[config.mk]
export PLATFORM = sky130hd
export DESIGN_NAME = first_fit_waiting_queue_flat
export DESIGN_NICKNAME = d
export VERILOG_FILES = /design/src/hw/rtl/ffwq_pkg.sv /design/src/hw/rtl/ffwq_if.sv /design/src/hw/rtl/ffwq_ram.sv /design/src/hw/rtl/ffwq_ctrl.sv /design/src/hw/rtl/first_fit_waiting_queue.sv /design/src/flat_wrapper.sv
export VERILOG_INCLUDE_DIRS = /design/src /design/src/hw/rtl
export SDC_FILE = /design/constraint.sdc
export NUM_CORES = 2
export LEC_CHECK = 0
export BUFFER_PORTS_ARGS = -buffer_cell sky130_fd_sc_hd__buf_4
export CAP_MARGIN = 25
export CORE_MARGIN = 2
export CORE_UTILIZATION = 30
export CTS_CLUSTER_DIAMETER = 120
export DETAILED_ROUTE_END_ITERATION = 8
export GPL_ROUTABILITY_DRIVEN = 0
export HOLD_SLACK_MARGIN = 0.03
export SLEW_MARGIN = 20
export SYNTH_ARGS = -nofsm -noshare
export SYNTH_HDL_FRONTEND = slang
export SYNTH_HIERARCHICAL = 1
export SYNTH_SLANG_ARGS = --single-unit
[constraint.sdc]
create_clock -name clk_i -period 19.3 [get_ports clk_i]
set_input_delay 1.93 -clock clk_i [delete_from_list [all_inputs] [get_ports clk_i]]
set_output_delay 1.93 -clock clk_i [all_outputs]
set_load 0.02 [all_outputs]
[src/hw/rtl/assert_macros.svh]
// Concurrent assertion helpers. Both forms sample on clk_i. The reset form
// is disabled while rst_ni is low.
`ifndef ASSERT_MACROS_SVH
`define ASSERT_MACROS_SVH
`ifndef ASSERT_OFF
`define ASSERT_RST(label, prop, msg) \
  label: assert property (@(posedge clk_i) disable iff (!rst_ni) (prop)) else $error(msg);
`define ASSERT_ALWAYS(label, prop, msg) \
  label: assert property (@(posedge clk_i) (prop)) else $error(msg);
`else
`define ASSERT_RST(label, prop, msg)
`define ASSERT_ALWAYS(label, prop, msg)
`endif
`endif

[src/hw/rtl/ffwq_pkg.sv]
`timescale 1ns / 1ps
package ffwq_pkg;

  localparam int QUEUE_DEPTH = 16;
  localparam int MAX_RESULTS = 16;
  localparam int IDX_W       = $clog2(QUEUE_DEPTH);
  localparam int CNT_W       = $clog2(QUEUE_DEPTH + 1);
  localparam int LIST_LIMIT  = (MAX_RESULTS < QUEUE_DEPTH) ? MAX_RESULTS : QUEUE_DEPTH;

  typedef enum logic [1:0] {
    OP_INSERT = 2'd0,
    OP_SEAT   = 2'd1,
    OP_LIST   = 2'd2
  } op_e;

  typedef enum logic [2:0] {
    ST_ADDED      = 3'd0,
    ST_DUPLICATE  = 3'd1,
    ST_FULL       = 3'd2,
    ST_SEATED     = 3'd3,
    ST_EMPTY      = 3'd4,
    ST_NONE_FITS  = 3'd5,
    ST_LIST_ENTRY = 3'd6,
    ST_LIST_EMPTY = 3'd7
  } status_e;

  // One stored reservation: the name in three words and the party size.
  typedef struct packed {
    logic [63:0] words_a;
    logic [63:0] words_b;
    logic [31:0] words_c;
    logic [7:0]  party;
  } entry_t;

  localparam int ENTRY_W = $bits(entry_t);

  // Request from the sequencer to the entry memory.
  typedef struct packed {
    logic             we;
    logic [IDX_W-1:0] waddr;
    entry_t           wdata;
    logic             re;
    logic [IDX_W-1:0] raddr;
  } mem_req_t;

endpackage

[src/hw/rtl/ffwq_if.sv]
`timescale 1ns / 1ps
// Request channel: one operation on the queue per transfer.
interface ffwq_req_if;
  logic        valid;
  logic        ready;
  logic [1:0]  opcode;
  logic [7:0]  size_value;
  logic [63:0] key_bytes_a;
  logic [63:0] key_bytes_b;
  logic [31:0] key_bytes_c;

  modport source (
    output valid, opcode, size_value, key_bytes_a, key_bytes_b, key_bytes_c,
    input  ready
  );
  modport sink (
    input  valid, opcode, size_value, key_bytes_a, key_bytes_b, key_bytes_c,
    output ready
  );
endinterface

// Response channel: one reported entry or status per transfer.
interface ffwq_rsp_if;
  logic        valid;
  logic        ready;
  logic [2:0]  status;
  logic [63:0] out_bytes_a;
  logic [63:0] out_bytes_b;
  logic [31:0] out_bytes_c;
  logic [7:0]  out_party;
  logic        last;

  modport source (
    output valid, status, out_bytes_a, out_bytes_b, out_bytes_c, out_party, last,
    input  ready
  );
  modport sink (
    input  valid, status, out_bytes_a, out_bytes_b, out_bytes_c, out_party, last,
    output ready
  );
endinterface

[src/hw/rtl/ffwq_ram.sv]
`timescale 1ns / 1ps
// Simple dual-port synchronous RAM, one write and one registered read port.
module ffwq_ram #(
  parameter int Width = 8,
  parameter int Depth = 16
) (
  input  logic                     clk_i,
  input  logic                     we_i,
  input  logic [$clog2(Depth)-1:0] waddr_i,
  input  logic [Width-1:0]         wdata_i,
  input  logic                     re_i,
  input  logic [$clog2(Depth)-1:0] raddr_i,
  output logic [Width-1:0]         rdata_o
);

  logic [Width-1:0] mem_q [Depth];

  always_ff @(posedge clk_i) begin
    if (we_i) begin
      mem_q[waddr_i] <= wdata_i;
    end
  end

  // Read data holds when no read is issued.
  always_ff @(posedge clk_i) begin
    if (re_i) begin
      rdata_o <= mem_q[raddr_i];
    end
  end

endmodule

[src/hw/rtl/ffwq_ctrl.sv]
`timescale 1ns / 1ps
`include "assert_macros.svh"
// Sequencer: scans, appends, compacts and lists the entry memory, and owns
// the response register.
module ffwq_ctrl (
  input  logic              clk_i,
  input  logic              rst_ni,
  ffwq_req_if.sink          req_i,
  ffwq_rsp_if.source        rsp_o,
  output ffwq_pkg::mem_req_t mem_req_o,
  input  ffwq_pkg::entry_t  mem_rdata_i
);
  import ffwq_pkg::*;

  typedef enum logic [4:0] {
    S_IDLE  = 5'b00001,
    S_SCAN  = 5'b00010,
    S_EMIT  = 5'b00100,
    S_SHIFT = 5'b01000,
    S_LIST  = 5'b10000
  } state_e;

  state_e           state_q, state_d;
  logic [CNT_W-1:0] occ_q, occ_d;
  logic [CNT_W-1:0] addr_q, addr_d;
  logic             rvld_q, rvld_d;
  logic [IDX_W-1:0] ridx_q, ridx_d;
  logic             is_ins_q, is_ins_d;
  entry_t           key_q, key_d;
  entry_t           hold_q, hold_d;
  status_e          status_q, status_d;
  logic             out_valid_q, out_valid_d;
  status_e          out_status_q, out_status_d;
  entry_t           out_entry_q, out_entry_d;
  logic             out_last_q, out_last_d;

  logic             req_accept;
  logic             out_free;
  logic             key_eq;
  logic             party_fit;
  logic             hit;
  logic             issue;
  logic             load;
  logic             list_last;
  logic [CNT_W-1:0] lim;

  assign req_i.ready = (state_q == S_IDLE);
  assign req_accept  = req_i.valid && req_i.ready;
  assign out_free    = !out_valid_q || rsp_o.ready;

  assign key_eq    = (mem_rdata_i.words_a == key_q.words_a) &&
                     (mem_rdata_i.words_b == key_q.words_b) &&
                     (mem_rdata_i.words_c == key_q.words_c);
  assign party_fit = (mem_rdata_i.party <= key_q.party);
  assign hit       = rvld_q && (is_ins_q ? key_eq : party_fit);

  assign lim       = (occ_q > CNT_W'(LIST_LIMIT)) ? CNT_W'(LIST_LIMIT) : occ_q;
  assign list_last = ((CNT_W'(ridx_q) + CNT_W'(1)) == lim);

  always_comb begin
    state_d      = state_q;
    occ_d        = occ_q;
    addr_d       = addr_q;
    rvld_d       = rvld_q;
    ridx_d       = ridx_q;
    is_ins_d     = is_ins_q;
    key_d        = key_q;
    hold_d       = hold_q;
    status_d     = status_q;
    out_valid_d  = out_valid_q;
    out_status_d = out_status_q;
    out_entry_d  = out_entry_q;
    out_last_d   = out_last_q;
    mem_req_o    = '0;
    issue        = 1'b0;
    load         = 1'b0;

    if (out_valid_q && rsp_o.ready) begin
      out_valid_d = 1'b0;
    end

    unique case (state_q)
      S_IDLE: begin
        if (req_accept) begin
          key_d    = '{words_a: req_i.key_bytes_a, words_b: req_i.key_bytes_b,
                       words_c: req_i.key_bytes_c, party: req_i.size_value};
          is_ins_d = (req_i.opcode == OP_INSERT);
          addr_d   = '0;
          rvld_d   = 1'b0;
          unique case (op_e'(req_i.opcode))
            OP_INSERT, OP_SEAT: begin
              state_d = S_SCAN;
            end
            OP_LIST: begin
              if (occ_q == '0) begin
                hold_d   = '0;
                status_d = ST_LIST_EMPTY;
                state_d  = S_EMIT;
              end else begin
                state_d = S_LIST;
              end
            end
            default: ;
          endcase
        end
      end

      S_SCAN: begin
        // One read per cycle; the compare sees the entry in the cycle after its read.
        issue           = (addr_q < occ_q);
        mem_req_o.re    = issue;
        mem_req_o.raddr = addr_q[IDX_W-1:0];
        rvld_d          = issue;
        if (issue) begin
          ridx_d = addr_q[IDX_W-1:0];
          addr_d = addr_q + CNT_W'(1);
        end
        if (hit) begin
          hold_d   = mem_rdata_i;
          status_d = is_ins_q ? ST_DUPLICATE : ST_SEATED;
          addr_d   = CNT_W'(ridx_q) + CNT_W'(1);
          rvld_d   = 1'b0;
          state_d  = S_EMIT;
        end else if (!rvld_q && !issue) begin
          if (is_ins_q) begin
            hold_d = key_q;
            if (occ_q == CNT_W'(QUEUE_DEPTH)) begin
              status_d = ST_FULL;
            end else begin
              mem_req_o.we    = 1'b1;
              mem_req_o.waddr = occ_q[IDX_W-1:0];
              mem_req_o.wdata = key_q;
              occ_d           = occ_q + CNT_W'(1);
              status_d        = ST_ADDED;
            end
          end else begin
            hold_d   = '0;
            status_d = (occ_q == '0) ? ST_EMPTY : ST_NONE_FITS;
          end
          state_d = S_EMIT;
        end
      end

      S_EMIT: begin
        if (out_free) begin
          out_valid_d  = 1'b1;
          out_status_d = status_q;
          out_entry_d  = hold_q;
          out_last_d   = 1'b1;
          rvld_d       = 1'b0;
          state_d      = (status_q == ST_SEATED) ? S_SHIFT : S_IDLE;
        end
      end

      S_SHIFT: begin
        // Move every entry behind the removed one down by a slot.
        issue           = (addr_q < occ_q);
        mem_req_o.re    = issue;
        mem_req_o.raddr = addr_q[IDX_W-1:0];
        rvld_d          = issue;
        if (issue) begin
          ridx_d = addr_q[IDX_W-1:0];
          addr_d = addr_q + CNT_W'(1);
        end
        if (rvld_q) begin
          mem_req_o.we    = 1'b1;
          mem_req_o.waddr = ridx_q - IDX_W'(1);
          mem_req_o.wdata = mem_rdata_i;
        end
        if (!issue && !rvld_q) begin
          occ_d   = occ_q - CNT_W'(1);
          state_d = S_IDLE;
        end
      end

      S_LIST: begin
        // The read data stays on the memory output until the response
        // register can take it.
        load            = rvld_q && out_free;
        issue           = (addr_q < lim) && (!rvld_q || load);
        mem_req_o.re    = issue;
        mem_req_o.raddr = addr_q[IDX_W-1:0];
        rvld_d          = issue || (rvld_q && !load);
        if (issue) begin
          ridx_d = addr_q[IDX_W-1:0];
          addr_d = addr_q + CNT_W'(1);
        end
        if (load) begin
          out_valid_d  = 1'b1;
          out_status_d = ST_LIST_ENTRY;
          out_entry_d  = mem_rdata_i;
          out_last_d   = list_last;
          if (list_last) begin
            rvld_d  = 1'b0;
            state_d = S_IDLE;
          end
        end
      end

      default: begin
        state_d = S_IDLE;
      end
    endcase
  end

  always_ff @(posedge clk_i or negedge rst_ni) begin
    if (!rst_ni) begin
      state_q     <= S_IDLE;
      occ_q       <= '0;
      rvld_q      <= 1'b0;
      out_valid_q <= 1'b0;
    end else begin
      state_q     <= state_d;
      occ_q       <= occ_d;
      rvld_q      <= rvld_d;
      out_valid_q <= out_valid_d;
    end
  end

  always_ff @(posedge clk_i) begin
    addr_q       <= addr_d;
    ridx_q       <= ridx_d;
    is_ins_q     <= is_ins_d;
    key_q        <= key_d;
    hold_q       <= hold_d;
    status_q     <= status_d;
    out_status_q <= out_status_d;
    out_entry_q  <= out_entry_d;
    out_last_q   <= out_last_d;
  end

  assign rsp_o.valid       = out_valid_q;
  assign rsp_o.status      = out_status_q;
  assign rsp_o.out_bytes_a = out_entry_q.words_a;
  assign rsp_o.out_bytes_b = out_entry_q.words_b;
  assign rsp_o.out_bytes_c = out_entry_q.words_c;
  assign rsp_o.out_party   = out_entry_q.party;
  assign rsp_o.last        = out_last_q;

  `ASSERT_ALWAYS(a_occ_bound, !rst_ni || (occ_q <= CNT_W'(QUEUE_DEPTH)), "occupancy above queue depth")
  `ASSERT_RST(a_write_state, mem_req_o.we |-> (state_q == S_SCAN || state_q == S_SHIFT), "memory write outside scan or shift")
  `ASSERT_RST(a_shift_addr, (state_q == S_SHIFT && mem_req_o.we) |-> (CNT_W'(mem_req_o.waddr) < occ_q), "compaction write beyond occupancy")
  `ASSERT_RST(a_shift_dec, (state_q == S_SHIFT && state_d == S_IDLE) |=> (occ_q == $past(occ_q) - CNT_W'(1)), "seat did not remove one entry")
  `ASSERT_RST(a_op_leaves_idle, (req_accept && req_i.opcode != OP_INSERT + 2'd3) |=> (state_q != S_IDLE), "valid request left sequencer idle")

endmodule

[src/hw/rtl/first_fit_waiting_queue.sv]
`timescale 1ns / 1ps
// Channel   Role     Transfer carries
// -------   ------   -----------------------------------------------------
// req_i     sink     opcode, size_value, key_bytes_a/b/c
// rsp_o     source   status, out_bytes_a/b/c, out_party, last
//
// Insert and seat read one entry a cycle: the response follows a scan of all
// occupied slots, or of the slots up to the first that matches. A seat then
// closes the gap by moving every later entry down a slot. List answers once a
// cycle while rsp_o is ready. Reset clears the occupancy count and control
// state, not the memory. A request is taken only while the sequencer is idle;
// a stalled rsp_o holds it.
module first_fit_waiting_queue (
  input  logic       clk_i,
  input  logic       rst_ni,
  ffwq_req_if.sink   req_i,
  ffwq_rsp_if.source rsp_o
);
  import ffwq_pkg::*;

  mem_req_t mem_req;
  entry_t   mem_rdata;

  // Sequencer: decodes each request and walks the queue in the memory.
  ffwq_ctrl u_ctrl (
    .clk_i       (clk_i),
    .rst_ni      (rst_ni),
    .req_i       (req_i),
    .rsp_o       (rsp_o),
    .mem_req_o   (mem_req),
    .mem_rdata_i (mem_rdata)
  );

  // All entries live in one memory word each, oldest at address zero.
  ffwq_ram #(
    .Width (ENTRY_W),
    .Depth (QUEUE_DEPTH)
  ) u_ram (
    .clk_i   (clk_i),
    .we_i    (mem_req.we),
    .waddr_i (mem_req.waddr),
    .wdata_i (mem_req.wdata),
    .re_i    (mem_req.re),
    .raddr_i (mem_req.raddr),
    .rdata_o (mem_rdata)
  );

endmodule

[src/flat_wrapper.sv]
// flat-port wrapper written by rule: the top's interface ports become plain ports
module first_fit_waiting_queue_flat import ffwq_pkg::*;
  (clk_i, rst_ni, req_i_valid, req_i_opcode, req_i_size_value, req_i_key_bytes_a, req_i_key_bytes_b, req_i_key_bytes_c, req_i_ready, rsp_o_valid, rsp_o_status, rsp_o_out_bytes_a, rsp_o_out_bytes_b, rsp_o_out_bytes_c, rsp_o_out_party, rsp_o_last, rsp_o_ready);
  ffwq_req_if req_i_i ();
  ffwq_rsp_if rsp_o_i ();
  input  logic clk_i;
  input  logic rst_ni;
  input wire logic [$bits(req_i_i.valid)-1:0] req_i_valid;
  input wire logic [$bits(req_i_i.opcode)-1:0] req_i_opcode;
  input wire logic [$bits(req_i_i.size_value)-1:0] req_i_size_value;
  input wire logic [$bits(req_i_i.key_bytes_a)-1:0] req_i_key_bytes_a;
  input wire logic [$bits(req_i_i.key_bytes_b)-1:0] req_i_key_bytes_b;
  input wire logic [$bits(req_i_i.key_bytes_c)-1:0] req_i_key_bytes_c;
  output wire logic [$bits(req_i_i.ready)-1:0] req_i_ready;
  output wire logic [$bits(rsp_o_i.valid)-1:0] rsp_o_valid;
  output wire logic [$bits(rsp_o_i.status)-1:0] rsp_o_status;
  output wire logic [$bits(rsp_o_i.out_bytes_a)-1:0] rsp_o_out_bytes_a;
  output wire logic [$bits(rsp_o_i.out_bytes_b)-1:0] rsp_o_out_bytes_b;
  output wire logic [$bits(rsp_o_i.out_bytes_c)-1:0] rsp_o_out_bytes_c;
  output wire logic [$bits(rsp_o_i.out_party)-1:0] rsp_o_out_party;
  output wire logic [$bits(rsp_o_i.last)-1:0] rsp_o_last;
  input wire logic [$bits(rsp_o_i.ready)-1:0] rsp_o_ready;
  assign req_i_i.valid = req_i_valid;
  assign req_i_i.opcode = req_i_opcode;
  assign req_i_i.size_value = req_i_size_value;
  assign req_i_i.key_bytes_a = req_i_key_bytes_a;
  assign req_i_i.key_bytes_b = req_i_key_bytes_b;
  assign req_i_i.key_bytes_c = req_i_key_bytes_c;
  assign req_i_ready = req_i_i.ready;
  assign rsp_o_valid = rsp_o_i.valid;
  assign rsp_o_status = rsp_o_i.status;
  assign rsp_o_out_bytes_a = rsp_o_i.out_bytes_a;
  assign rsp_o_out_bytes_b = rsp_o_i.out_bytes_b;
  assign rsp_o_out_bytes_c = rsp_o_i.out_bytes_c;
  assign rsp_o_out_party = rsp_o_i.out_party;
  assign rsp_o_last = rsp_o_i.last;
  assign rsp_o_i.ready = rsp_o_ready;
  first_fit_waiting_queue u_core (.clk_i(clk_i), .rst_ni(rst_ni), .req_i(req_i_i), .rsp_o(rsp_o_i));
endmodule
==> impl_metrics.tcl <==
set metrics [dict create \
    grt_max_degree 123 \
    cts_resized 0 \
    dp_slack_ps 12390 \
    via_per_inst 5.30 \
    netlist.area_leader.share_pct 77.6 \
    crit_type "reg2reg" \
    fp-row-count 242 \
    dr.first_iter.drc_count 7647 \
    wl_met3_um 31300 \
    m1WireLength_um 147000 \
    yosysWarnings 6 \
    grt.overflow.total 0 \
    fmax_ghz 0.145 \
    synth_cell_type_count 64 \
    yosysSeqAreaShare_pct 77.9 \
    syn_nets 6501 \
    wire_per_inst_um 31.3 \
    crit_arrival_ps 7510 \
    num_vias 67983 \
    numCtsBuffers 321 \
    root_buffer "clkbuf_16" \
    setup_slack_ps 12400 \
    ioPinCount 348 \
    ys_top_cells_by_count "edfxtp_1, nand2_1, mux4_2, a22o_1, a22oi_1" \
    synth_ff_type "edfxtp_1" \
    p_leak_nw 49.9 \
    area.growth.synth_to_final_pct 15.4 \
    clk_latency_ps 900 \
    min-delay-path-class "reg2reg" \
    synth.avg_cell_area_sq_um 20.7 \
    synth_most_common_cell "edfxtp_1" \
    path_clk_slew_ps 70 \
    synth_cells 6305 \
    syn_area_sq_um 131000 \
    hold_buffers 0 \
    synth.area.top_cells "edfxtp_1, mux4_2, a22o_1, nand2_1, a22oi_1" \
    clock_path_buffers 4 \
    final_max_slew_viol_count 0 \
    track_usage_pct 17.6 \
    nNetsFinal 6980 \
    cts_tree "done" \
    synth_seq_cells 3389 \
    yosysTopAreaCell "edfxtp_1" \
    finalSetupViolations 0 \
    peakVddDrop_uv 90.6 \
    synth-async-reset-ratio_pct 0.354 \
    final_hold_viol_count 0 \
    port_buffers 347 \
    grt_pass1_wl_um 551000 \
    dr.pass1.iters 6 \
    drive_gt1_share_pct 24.6 \
    drc 0 \
    rsz0062_at_grt "false" \
    path_max_fanout 60 \
    dieArea_sq_um 441000 \
    power.total_mw 18.5 \
    outcome "complete, no violations" \
    slew_headroom_pct 19.5 \
    core_area_sq_um 434000 \
    worst_pin_slew_ps 1200 \
    endpoint_kind "flip-flop" \
    clock_sinks 3389 \
    clock_skew_ps 55.8 \
    final_area_sq_um 151000 \
    top_layer "met5" \
    antenna_found_initial 43 \
    min_period_ps 6900 \
    ant_nets 0 \
    cts_max_level 5 \
    dp_hpwl_um 229000 \
    postPlaceCellArea_sq_um 140000 \
    finalCritPeriodShare_pct 35.8 \
    p_per_area_nw_per_um2 123 \
    final.setup.tns_ps 0 \
    post_cts_buffers 0 \
    die_y_um 664 \
    nFillCells 39988 \
    drt-total-wl_um 401000 \
    grt_pass1_vias 67720 \
    die_x_um 664 \
    drv_cap 0 \
    cp.required_ps 19910 \
    startpoint_type "flip-flop" \
    initial_utilization_pct 30.1 \
    wl_met2_um 198000 \
    synth_edf_count 3377 \
]
-- logic make-up (layout without fill, tap and decap cells) --
family | after synthesis | after routing | synth area share [%]
buffers and inverters | 368 | 1100 | 1.56
flip-flops | 3389 | 3389 | 77.9
AND/OR/NAND/NOR | 859 | 859 | 2.81
other | 0 | 48 | 0
AO/OA/AOI/OAI | 756 | 756 | 4.64
adder cells (fa/ha/maj) | 22 | 22 | 0.216
multiplexers | 738 | 738 | 11.8
XOR/XNOR | 173 | 173 | 1.16
-- path summary, 6_finish.rpt --
path / cells past startpoint / to / from / slack [ps]
min: 2 / u_core/u_ctrl/rsp_o.out_bytes_a[52] / u_core/u_ctrl/hold_q[156] / 510
max: 12 / u_core/u_ram/rdata_o[147] / u_core/u_ctrl/state_q[4] / 12400
max reg2reg: 12 / u_core/u_ram/rdata_o[147] / u_core/u_ctrl/state_q[4] / 12400
min reg2reg: 2 / u_core/u_ctrl/rsp_o.out_bytes_a[52] / u_core/u_ctrl/hold_q[156] / 510
min in group asynchronous: 1 / u_core/u_ctrl/rsp_o.valid / rst_ni / 910
max in group asynchronous: 1 / u_core/u_ctrl/state_q[0] / rst_ni / 18100
-- worst max-delay path, cell delays in order, from the launching register on --
cell and delay, ps:
dfrtp_1 450, or3_1 350, or3b_2 600, nand2_1 140, nor2_1 110, nor2_4 780, buf_4 640, buf_4 790
buf_4 760, buf_4 880, mux4_2 600, a22oi_1 190, o21ai_0 120
-- cell type report --
| cell class | instances | area [sq um] | share of cell area, % |
|---|---|---|---|
| Clock buffer | 394 | 8480 | 5.62 |
| Sequential cell | 3389 | 102000 | 67.5 |
| Timing Repair Buffer | 503 | 4050 | 2.68 |
| Inverter | 21 | 78.8 | 0.0523 |
| Antenna cell | 48 | 120 | 0.0797 |
| Tap cell | 5734 | 7170 | 4.76 |
| Clock inverter | 182 | 1920 | 1.27 |
| Multi-Input combinational cell | 2548 | 27300 | 18.1 |
-- state kept, by name, summed over array words and instances, names as in the netlist, 8 cells and up --
| signal | flops |
|---|---|
| u_core/u_ram/mem_q | 2688 |
| u_core/u_ctrl/hold_q | 168 |
| u_core/u_ctrl/key_q | 168 |
| u_core/u_ram/rdata_o | 168 |
| u_core/u_ctrl/rsp_o.out_bytes_a | 64 |
| u_core/u_ctrl/rsp_o.out_bytes_b | 64 |
| u_core/u_ctrl/rsp_o.out_bytes_c | 32 |
| u_core/u_ctrl/rsp_o.out_party | 8 |
-- layout by cell type, fill, tap and decap left out, drive strengths merged, types with 79 or more instances in the layout --
cell,Yosys,final
a22o,336,336
a22oi,286,286
xor2,165,165
clkinv,0,113
mux4,629,629
mux2,79,79
clkbuf,105,396
edfxtp,3377,3377
nand2,659,659
buf,242,501
-- routing by layer --
layer,vias up,GRT usage [%]
met5,-,0
met1,36778,21.5
met3,685,2.85
met4,16,9.98
met2,3480,29.8
li1,27024,-
-- report_power, final --
group	switching [mW]	leakage, nW	internal (mW)
Sequential	0.313	33.3	8.68
Combinational	2.10	11.5	1.07
Clock	2.74	5.08	3.63
Total	5.16	49.9	13.4
-- per-stage QoR --
step | hold WS, ps | instances | utilization [%]
after floorplan | 491 | 6305 | -
after global placement | 505 | 12184 | 32.3
after detailed placement | 504 | 12190 | 32.3
after CTS | 514 | 12766 | 34.7
after global routing | 538 | 12812 | 34.7
final | 514 | 12819 | 34.8
No activity file was read; power rests on OpenSTA's default activity.
